File: config.mk
export PLATFORM = sky130hd
export DESIGN_NAME = rgb_to_hsl_converter_flat
export DESIGN_NICKNAME = d
export VERILOG_FILES = /design/src/design/rhc_pkg.sv /design/src/design/rhc_if.sv /design/src/design/rhc_front.sv /design/src/design/rhc_div_pipe.sv /design/src/design/rgb_to_hsl_converter.sv /design/src/flat_wrapper.sv
export SDC_FILE = /design/constraint.sdc
export NUM_CORES = 2
export LEC_CHECK = 0
export BUFFER_PORTS_ARGS = -buffer_cell sky130_fd_sc_hd__buf_2
export CORE_MARGIN = 4
export CORE_UTILIZATION = 30
export DETAILED_ROUTE_END_ITERATION = 7
export SKIP_LAST_GASP = 1
export SLEW_MARGIN = 20
export SYNTH_ARGS = -nofsm -noshare
export SYNTH_HDL_FRONTEND = slang
export SYNTH_SLANG_ARGS = --single-unit
File: constraint.sdc
create_clock -name clock -period 90.1 [get_ports clock]
set_clock_uncertainty 0.15 [all_clocks]
set_input_delay 0 -clock clock [delete_from_list [all_inputs] [get_ports clock]]
set_output_delay 0 -clock clock [all_outputs]
set_load 0.005 [all_outputs]
File: src/design/rhc_pkg.sv
// Shared types, constants and the divider step for the RGB to HSL converter.
// No dependencies.
`timescale 1ns / 1ps

package rhc_pkg;

   localparam int CHAN_W   = 8;
   localparam int LSUM_W   = 9;
   localparam int FRAC_W   = 16;
   localparam int QUO_W    = FRAC_W + 1;      // quotient reaches exactly one
   localparam int HUE_W    = 19;
   localparam int SAT_W    = 16;
   localparam int DEN_W    = 9;
   localparam int PR_W     = DEN_W + 1;
   localparam int DIV_STEPS = QUO_W;

   localparam logic [LSUM_W-1:0] HALF_SUM = 9'd255;
   localparam logic [LSUM_W-1:0] FULL_SUM = 9'd510;

   // Sextant offset of the channel holding the maximum.
   typedef enum logic [2:0] {
      HUE_BASE_RED   = 3'd1,
      HUE_BASE_GREEN = 3'd3,
      HUE_BASE_BLUE  = 3'd5
   } hue_base_type;

   // One restoring-division lane: shifted partial remainder, divisor, quotient.
   typedef struct packed {
      logic [PR_W-1:0]  pr;
      logic [DEN_W-1:0] den;
      logic [QUO_W-1:0] quo;
   } lane_type;

   // Per-item data that rides along the divider.
   typedef struct packed {
      logic              grey;
      logic              neg;
      hue_base_type      base;
      logic [LSUM_W-1:0] lsum;
   } side_type;

   function automatic lane_type div_step(input lane_type l);
      lane_type        res;
      logic            ge;
      logic [PR_W-1:0] r;
      ge      = (l.pr >= {1'b0, l.den});
      r       = ge ? (l.pr - {1'b0, l.den}) : l.pr;
      res.pr  = {r[PR_W-2:0], 1'b0};
      res.den = l.den;
      res.quo = {l.quo[QUO_W-2:0], ge};
      return res;
   endfunction

endpackage

File: src/design/rhc_if.sv
// Valid/ready channel interfaces for the pixel input and the HSL result.
// Depends on rhc_pkg for field widths.
`timescale 1ns / 1ps

interface rhc_req_if;
   logic                         valid;
   logic                         ready;
   logic [rhc_pkg::CHAN_W-1:0]   red;
   logic [rhc_pkg::CHAN_W-1:0]   green;
   logic [rhc_pkg::CHAN_W-1:0]   blue;

   modport source (output valid, red, green, blue, input ready);
   modport sink   (input valid, red, green, blue, output ready);
endinterface

interface rhc_rsp_if;
   logic                         valid;
   logic                         ready;
   logic [rhc_pkg::HUE_W-1:0]    hue;
   logic [rhc_pkg::SAT_W-1:0]    saturation;
   logic [rhc_pkg::LSUM_W-1:0]   lightness_sum;

   modport source (output valid, hue, saturation, lightness_sum, input ready);
   modport sink   (input valid, hue, saturation, lightness_sum, output ready);
endinterface

File: src/design/rhc_front.sv
// Front end: channel max/min and hue sector, then sums, divisors and
// the hue difference magnitude. Two register stages. Uses rhc_pkg.
`timescale 1ns / 1ps

module rhc_front (
   input  logic                         clock,
   input  logic                         reset,
   input  logic                         en,
   input  logic                         in_valid,
   input  logic [rhc_pkg::CHAN_W-1:0]   red,
   input  logic [rhc_pkg::CHAN_W-1:0]   green,
   input  logic [rhc_pkg::CHAN_W-1:0]   blue,
   output logic                         out_valid,
   output rhc_pkg::side_type            out_side,
   output rhc_pkg::lane_type            out_sat_lane,
   output rhc_pkg::lane_type            out_hue_lane
);

   // stage 1
   logic                       s1_valid_ff;
   logic [rhc_pkg::CHAN_W-1:0] s1_hi_ff, s1_lo_ff, s1_p_ff, s1_m_ff;
   rhc_pkg::hue_base_type      s1_base_ff;
   logic [rhc_pkg::CHAN_W-1:0] s1_hi_in, s1_lo_in, s1_p_in, s1_m_in;
   rhc_pkg::hue_base_type      s1_base_in;

   // stage 2
   logic                       s2_valid_ff;
   rhc_pkg::side_type          s2_side_ff, s2_side_in;
   rhc_pkg::lane_type          s2_sat_ff, s2_sat_in, s2_hue_ff, s2_hue_in;

   logic [rhc_pkg::CHAN_W-1:0] rg_max, rg_min, d;
   logic [rhc_pkg::LSUM_W-1:0] lsum;
   logic                       neg;
   logic [rhc_pkg::CHAN_W-1:0] absdiff;

   always_comb begin
      rg_max   = (red >= green) ? red : green;
      rg_min   = (red <= green) ? red : green;
      s1_hi_in = (rg_max >= blue) ? rg_max : blue;
      s1_lo_in = (rg_min <= blue) ? rg_min : blue;
      // red wins ties over green, green over blue
      if (red >= green && red >= blue) begin
         s1_base_in = rhc_pkg::HUE_BASE_RED;
         s1_p_in    = green;
         s1_m_in    = blue;
      end else if (green >= blue) begin
         s1_base_in = rhc_pkg::HUE_BASE_GREEN;
         s1_p_in    = blue;
         s1_m_in    = red;
      end else begin
         s1_base_in = rhc_pkg::HUE_BASE_BLUE;
         s1_p_in    = red;
         s1_m_in    = green;
      end
   end

   always_comb begin
      lsum    = {1'b0, s1_hi_ff} + {1'b0, s1_lo_ff};
      d       = s1_hi_ff - s1_lo_ff;
      neg     = (s1_p_ff < s1_m_ff);
      absdiff = neg ? (s1_m_ff - s1_p_ff) : (s1_p_ff - s1_m_ff);

      s2_side_in.grey = (s1_hi_ff == s1_lo_ff);
      s2_side_in.neg  = neg;
      s2_side_in.base = s1_base_ff;
      s2_side_in.lsum = lsum;

      s2_sat_in.pr  = {2'b00, d};
      s2_sat_in.den = (lsum < rhc_pkg::HALF_SUM) ? lsum : (rhc_pkg::FULL_SUM - lsum);
      s2_sat_in.quo = '0;

      s2_hue_in.pr  = {2'b00, absdiff};
      s2_hue_in.den = {1'b0, d};
      s2_hue_in.quo = '0;
   end

   always_ff @(posedge clock) begin
      if (reset) begin
         s1_valid_ff <= 1'b0;
         s2_valid_ff <= 1'b0;
      end else if (en) begin
         s1_valid_ff <= in_valid;
         s2_valid_ff <= s1_valid_ff;
      end
   end

   always_ff @(posedge clock) begin
      if (en) begin
         s1_hi_ff   <= s1_hi_in;
         s1_lo_ff   <= s1_lo_in;
         s1_p_ff    <= s1_p_in;
         s1_m_ff    <= s1_m_in;
         s1_base_ff <= s1_base_in;
         s2_side_ff <= s2_side_in;
         s2_sat_ff  <= s2_sat_in;
         s2_hue_ff  <= s2_hue_in;
      end
   end

   assign out_valid    = s2_valid_ff;
   assign out_side     = s2_side_ff;
   assign out_sat_lane = s2_sat_ff;
   assign out_hue_lane = s2_hue_ff;

endmodule

File: src/design/rhc_div_pipe.sv
// Pipelined restoring divider: one quotient bit per stage for the
// saturation and hue lanes side by side. Uses rhc_pkg.
`timescale 1ns / 1ps

module rhc_div_pipe (
   input  logic               clock,
   input  logic               reset,
   input  logic               en,
   input  logic               in_valid,
   input  rhc_pkg::side_type  in_side,
   input  rhc_pkg::lane_type  in_sat_lane,
   input  rhc_pkg::lane_type  in_hue_lane,
   output logic               out_valid,
   output rhc_pkg::side_type  out_side,
   output rhc_pkg::lane_type  out_sat_lane,
   output rhc_pkg::lane_type  out_hue_lane
);

   localparam int N = rhc_pkg::DIV_STEPS;

   logic              valid_ff [N];
   rhc_pkg::side_type side_ff  [N];
   rhc_pkg::lane_type sat_ff   [N];
   rhc_pkg::lane_type hue_ff   [N];
   logic              valid_in [N];
   rhc_pkg::side_type side_in  [N];
   rhc_pkg::lane_type sat_in   [N];
   rhc_pkg::lane_type hue_in   [N];

   always_comb begin
      valid_in[0] = in_valid;
      side_in[0]  = in_side;
      sat_in[0]   = rhc_pkg::div_step(in_sat_lane);
      hue_in[0]   = rhc_pkg::div_step(in_hue_lane);
      for (int i = 1; i < N; i++) begin
         valid_in[i] = valid_ff[i-1];
         side_in[i]  = side_ff[i-1];
         sat_in[i]   = rhc_pkg::div_step(sat_ff[i-1]);
         hue_in[i]   = rhc_pkg::div_step(hue_ff[i-1]);
      end
   end

   always_ff @(posedge clock) begin
      if (reset) begin
         for (int i = 0; i < N; i++) valid_ff[i] <= 1'b0;
      end else if (en) begin
         for (int i = 0; i < N; i++) valid_ff[i] <= valid_in[i];
      end
   end

   always_ff @(posedge clock) begin
      if (en) begin
         for (int i = 0; i < N; i++) begin
            side_ff[i] <= side_in[i];
            sat_ff[i]  <= sat_in[i];
            hue_ff[i]  <= hue_in[i];
         end
      end
   end

   assign out_valid    = valid_ff[N-1];
   assign out_side     = side_ff[N-1];
   assign out_sat_lane = sat_ff[N-1];
   assign out_hue_lane = hue_ff[N-1];

endmodule

File: src/design/rgb_to_hsl_converter.sv
// RGB to HSL converter top level: input skid slot, front end, divider
// pipeline and output register. Uses rhc_pkg, rhc_if, rhc_front, rhc_div_pipe.
//
// Usage:
//   req_chan carries one pixel (red, green, blue, 8 bits each) per item.
//   rsp_chan returns hue (Q3.16 sextants), saturation (Q0.16, 65535 for one)
//   and lightness_sum (max + min, lightness = lightness_sum / 510).
//   Both channels move an item at a clock edge where valid and ready are high.
// Path: a result shows on rsp_chan after its pixel has passed through the
//   two front-end stages, 17 divider stages (one quotient bit each) and the
//   output register.
// Throughput: one pixel per cycle sustained while rsp_chan.ready stays high;
//   the 17-stage divider pipeline holds up to 17 items in flight.
// Stall: when the receiver holds rsp_chan.ready low with a result waiting,
//   the whole pipeline freezes; one more pixel is still taken into a skid
//   slot, after which req_chan.ready drops until the output moves again.
//   Nothing is dropped or repeated.
// Reset: synchronous; clears all valid bits, so the pipeline comes up empty
//   and ready.
`timescale 1ns / 1ps

module rgb_to_hsl_converter (
   input  logic          clock,
   input  logic          reset,
   rhc_req_if.sink       req_chan,
   rhc_rsp_if.source     rsp_chan
);

   logic                        skid_valid_ff, skid_valid_in;
   logic [rhc_pkg::CHAN_W-1:0]  skid_red_ff, skid_green_ff, skid_blue_ff;
   logic                        en;
   logic                        src_valid;
   logic [rhc_pkg::CHAN_W-1:0]  src_red, src_green, src_blue;

   logic                        fe_valid;
   rhc_pkg::side_type           fe_side;
   rhc_pkg::lane_type           fe_sat, fe_hue;
   logic                        dv_valid;
   rhc_pkg::side_type           dv_side;
   rhc_pkg::lane_type           dv_sat, dv_hue;

   logic                        rsp_valid_ff;
   logic [rhc_pkg::HUE_W-1:0]   hue_ff, hue_in;
   logic [rhc_pkg::SAT_W-1:0]   sat_ff, sat_in;
   logic [rhc_pkg::LSUM_W-1:0]  lsum_ff;
   logic [rhc_pkg::HUE_W-1:0]   hue_base, hue_quo;

   // advance whenever the output slot is free or being emptied
   assign en             = !rsp_valid_ff || rsp_chan.ready;
   assign req_chan.ready = !skid_valid_ff;

   assign src_valid = skid_valid_ff || req_chan.valid;
   assign src_red   = skid_valid_ff ? skid_red_ff   : req_chan.red;
   assign src_green = skid_valid_ff ? skid_green_ff : req_chan.green;
   assign src_blue  = skid_valid_ff ? skid_blue_ff  : req_chan.blue;

   always_comb begin
      skid_valid_in = skid_valid_ff;
      if (en) begin
         skid_valid_in = 1'b0;
      end else if (req_chan.valid && !skid_valid_ff) begin
         skid_valid_in = 1'b1;
      end
   end

   always_ff @(posedge clock) begin
      if (reset) begin
         skid_valid_ff <= 1'b0;
      end else begin
         skid_valid_ff <= skid_valid_in;
      end
   end

   always_ff @(posedge clock) begin
      if (!skid_valid_ff) begin
         skid_red_ff   <= req_chan.red;
         skid_green_ff <= req_chan.green;
         skid_blue_ff  <= req_chan.blue;
      end
   end

   rhc_front u_front (
      .clock        (clock),
      .reset        (reset),
      .en           (en),
      .in_valid     (src_valid),
      .red          (src_red),
      .green        (src_green),
      .blue         (src_blue),
      .out_valid    (fe_valid),
      .out_side     (fe_side),
      .out_sat_lane (fe_sat),
      .out_hue_lane (fe_hue)
   );

   rhc_div_pipe u_div (
      .clock        (clock),
      .reset        (reset),
      .en           (en),
      .in_valid     (fe_valid),
      .in_side      (fe_side),
      .in_sat_lane  (fe_sat),
      .in_hue_lane  (fe_hue),
      .out_valid    (dv_valid),
      .out_side     (dv_side),
      .out_sat_lane (dv_sat),
      .out_hue_lane (dv_hue)
   );

   always_comb begin
      hue_base = {dv_side.base, {rhc_pkg::FRAC_W{1'b0}}};
      hue_quo  = {{(rhc_pkg::HUE_W - rhc_pkg::QUO_W){1'b0}}, dv_hue.quo};
      if (dv_side.grey) begin
         hue_in = '0;
         sat_in = '0;
      end else begin
         hue_in = dv_side.neg ? (hue_base - hue_quo) : (hue_base + hue_quo);
         // clamp a quotient of exactly one
         sat_in = dv_sat.quo[rhc_pkg::QUO_W-1] ? {rhc_pkg::SAT_W{1'b1}}
                                               : dv_sat.quo[rhc_pkg::SAT_W-1:0];
      end
   end

   always_ff @(posedge clock) begin
      if (reset) begin
         rsp_valid_ff <= 1'b0;
      end else if (en) begin
         rsp_valid_ff <= dv_valid;
      end
   end

   always_ff @(posedge clock) begin
      if (en) begin
         hue_ff  <= hue_in;
         sat_ff  <= sat_in;
         lsum_ff <= dv_side.lsum;
      end
   end

   assign rsp_chan.valid         = rsp_valid_ff;
   assign rsp_chan.hue           = hue_ff;
   assign rsp_chan.saturation    = sat_ff;
   assign rsp_chan.lightness_sum = lsum_ff;

endmodule

File: src/flat_wrapper.sv
// flat-port wrapper written by rule: the top's interface ports become plain ports
module rgb_to_hsl_converter_flat 
  (clock, reset, req_chan_valid, req_chan_red, req_chan_green, req_chan_blue, req_chan_ready, rsp_chan_valid, rsp_chan_hue, rsp_chan_saturation, rsp_chan_lightness_sum, rsp_chan_ready);
  rhc_req_if req_chan_i ();
  rhc_rsp_if rsp_chan_i ();
  input  logic clock;
  input  logic reset;
  input wire logic [$bits(req_chan_i.valid)-1:0] req_chan_valid;
  input wire logic [$bits(req_chan_i.red)-1:0] req_chan_red;
  input wire logic [$bits(req_chan_i.green)-1:0] req_chan_green;
  input wire logic [$bits(req_chan_i.blue)-1:0] req_chan_blue;
  output wire logic [$bits(req_chan_i.ready)-1:0] req_chan_ready;
  output wire logic [$bits(rsp_chan_i.valid)-1:0] rsp_chan_valid;
  output wire logic [$bits(rsp_chan_i.hue)-1:0] rsp_chan_hue;
  output wire logic [$bits(rsp_chan_i.saturation)-1:0] rsp_chan_saturation;
  output wire logic [$bits(rsp_chan_i.lightness_sum)-1:0] rsp_chan_lightness_sum;
  input wire logic [$bits(rsp_chan_i.ready)-1:0] rsp_chan_ready;
  assign req_chan_i.valid = req_chan_valid;
  assign req_chan_i.red = req_chan_red;
  assign req_chan_i.green = req_chan_green;
  assign req_chan_i.blue = req_chan_blue;
  assign req_chan_ready = req_chan_i.ready;
  assign rsp_chan_valid = rsp_chan_i.valid;
  assign rsp_chan_hue = rsp_chan_i.hue;
  assign rsp_chan_saturation = rsp_chan_i.saturation;
  assign rsp_chan_lightness_sum = rsp_chan_i.lightness_sum;
  assign rsp_chan_i.ready = rsp_chan_ready;
  rgb_to_hsl_converter u_core (.clock(clock), .reset(reset), .req_chan(req_chan_i), .rsp_chan(rsp_chan_i));
endmodule
==> flow_summary.ini <==
[critical_path]
path_max_fanout = 76
path_class = reg -> reg
crit_path_frequent_cell = buf_4
path_cells = nand2b_4, buf_4, buf_4, buf_4, buf_4, buf_4
critPathLaunchType = flop
arrival_ns = 5.54
cp_data_required_time_ns = 90.30
cp_slowest_cell = buf_4
end_kind = flop
slowest_delay_ns = 0.84

[floorplan]
start_util_pct = 30.3
dieArea_um2 = 190000
coreArea_um2 = 182000
die_w_um = 436
io_pins = 74
die_h_um = 436
row_count = 156

[timing]
whs_ns = 0.0897
layout_min_cycle_time_ns = 5.34
period_share_pct = 5.93
finalHoldViolCount = 0
fmax_mhz = 187
slew_viol_final = 0
tightest_slew_ns = 1.06
finalSetupViolCount = 0
fin_setup_tns_ns = 0
rsz0062_at_grt = no
maxSlewHeadroom_pct = 29.5

[layout]
area_growth_pct = 14.8
layout.nets = 4446
fillers = 17300
final_util_pct = 34.8
finalNonFillerCells = 6499
drive_above_1_share_pct = 12.4
multi_input_area_um2 = 17300
seqCellArea_um2 = 36200

[logic_synthesis]
synth_area_um2 = 55100
synth_async_sr_flop_share_pct = 0
synth_top_cell_by_area = edfxtp_1
synth_flop_cell = edfxtp_1
yosysUniqueCellTypes = 62
synth_seq_cells = 1214
synthCells = 3795
synth_fp_nets = 4219
syn-mean-instance-area_um2 = 14.5
synth_top_area_share_pct = 64.7
synth-seq-area-share_pct = 65.7
synth-edff-count = 1186
synthTopCellsByArea = edfxtp_1, ha_1, mux2_2, xnor2_1, inv_1
ys_warn_count = 0

[drt]
avgRoutedWirePerCell_um = 13.8
vias_per_cell = 4.39
drc = 0
drtPass1Iterations = 6
drt_first_iter_violations = 1493
routed_wl_mm = 90.0
vias = 28500
ant_nets = 0

[clock_tree]
cts-root-buf = clkbuf_16
post_cts_buffers = 0
insertion_delay_ns = 0.75
cts_buffers = 134
clk_pin_slew_ns = 0.05
cts.sinks = 1214
clock_path_buffers = 3
cts_tree = built
htreeDepth = 4

[place]
portBuffers = 73
dp.cells = 6218
hpwl_mm = 62.0
gp_congestion = 0.790

[global_route]
grt.busiest_layer = met2
first_global_vias = 29400
grt_use_total_pct = 9.41
overflow = 0
met1_usage_pct = 11.1
grt_use_met3_pct = 1.85
met2_usage_pct = 16.8
grt_max_degree = 191
antenna_found_initial = 3
grt_pass1_wl_mm = 149

[pwr]
leakagePower_nw = 24.4
finalPower_mw = 2.75
power.density_nw_per_um2 = 43.5
ir_worst_vdd_mv = 0.0171

[hold_path]
min-delay-path-class = in -> reg

[flow_run]
drv_cap = 0

[status]
status = complete, no violations
-- per-stage QoR --
stage,setup WS [ns],area [µm²]
2_1_floorplan,53.69,55100
4_1_cts,84.54,63200
5_1_grt,84.32,63200
6_report,84.76,63200
3_5_place_dp,84.57,58400
3_3_place_gp,84.70,58400
-- kinds of logic (layout without fill, tap and decap cells) --
| group | after synthesis | after routing | share of synthesized area, % |
|---|---|---|---|
| buf+inv | 424 | 757 | 2.91 |
| xor+xnor | 242 | 242 | 3.86 |
| other cells | 0 | 1 | 0 |
| simple gates | 761 | 761 | 7.13 |
| mux | 256 | 256 | 5.10 |
| fa+ha+maj | 396 | 396 | 9.49 |
| compound gates | 502 | 502 | 5.80 |
| flops | 1214 | 1214 | 65.7 |
-- placed cells by master, fill, tap and decap left out, types with 69 or more instances in the layout --
cell type	n
edfxtp_1	1186
inv_1	381
ha_1	360
nor2_1	256
mux2_2	194
xnor2_1	185
o21ai_0	174
clkbuf_16	138
nor2b_1	130
a21oi_1	110
buf_2	73
nor3_1	69
-- where the power goes --
| group | switching [mW] | internal, mW | leakage (nW) |
|---|---|---|---|
| registers | 0.122 | 0.991 | 12.6 |
| logic | 0.544 | 0.556 | 9.74 |
| clock network | 0.218 | 0.319 | 2.12 |
| total | 0.885 | 1.87 | 24.4 |
-- flip-flops by register name (all words and copies together) (netlist names), 9 cells and up --
name,flops
u_core.rsp_chan.hue,19
u_core.u_div.side_ff,204
u_core.u_div.sat_ff,434
u_core.rsp_chan.saturation,16
u_core.rsp_chan.lightness_sum,9
u_core.u_div.valid_ff,17
u_core.u_front.out_sat_lane,16
u_core.u_div.hue_ff,417
u_core.u_front.out_side,12
-- cell usage after synthesis (3+ instances only) --
cell type / count
o211ai_1: 19
nand4_1: 40
xnor2_1: 185
a21oi_1: 110
a21o_1: 33
o41ai_1: 20
o311ai_0: 14
or2_2: 18
o21ai_1: 3
nor2b_1: 130
mux2_2: 194
ha_1: 360
or3_1: 4
nor2_2: 14
nand2_1: 66
xor2_1: 56
nand2b_1: 65
o211a_1: 15
nand3_1: 6
o21ai_0: 174
o21a_1: 22
a2111oi_0: 3
dfxtp_1: 28
inv_1: 381
mux2i_1: 62
and2_1: 63
nor3_1: 69
o31ai_1: 22
edfxtp_1: 1186
and4_1: 15
fa_1: 36
nor2_1: 256
a211oi_1: 6
a311o_1: 14
clkbuf_1: 39
a31oi_1: 20
nand3b_1: 3
a221oi_1: 14
-- critical path, delay by kind of cell (launching register included) --
family | cells | cell delay [ns]
and+or+nand+nor | 1 | 0.42
DFF | 1 | 0.34
buffers and inverters | 5 | 3.79
-- routing by layer --
layer / up-vias / wire length (µm)
li1: 14400 / -
met1: 13600 / 38700
met2: 349 / 45400
met3: 179 / 3140
met4: 0 / 2710
met5: - / 0
-- worst paths after layout --
kind	startpoint	end	slack, ns	cells after the start
worst max register to register	u_core.rsp_chan.valid	u_core.rsp_chan.hue[13]	84.76	6
worst max-delay path	u_core.rsp_chan.valid	u_core.rsp_chan.hue[13]	84.76	6
worst min-delay path	req_chan_red[4]	u_core.skid_red_ff[4]	0.09	4
worst min register to register	u_core.u_div.sat_ff[0][350]	u_core.u_div.sat_ff[0][386]	0.26	0
-- layout make-up --
| type | instances | share of cell area, % |
|---|---|---|
| timing repair buffer | 134 | 1.49 |
| clock buffer | 174 | 5.71 |
| tap | 2370 | 4.69 |
| inverter | 381 | 2.26 |
| clock inverter | 68 | 1.21 |
| sequential | 1214 | 57.2 |
| antenna | 1 | 0.00396 |
| multi-input combinational | 2157 | 27.4 |
-- repair_timing --
item / in CTS / in global routing
endpoints found under the hold margin: 126 / 0
resized for setup: 0 / 0
hold buffers: 37 / 0
Note: power is estimated with default switching activity, not from simulation.
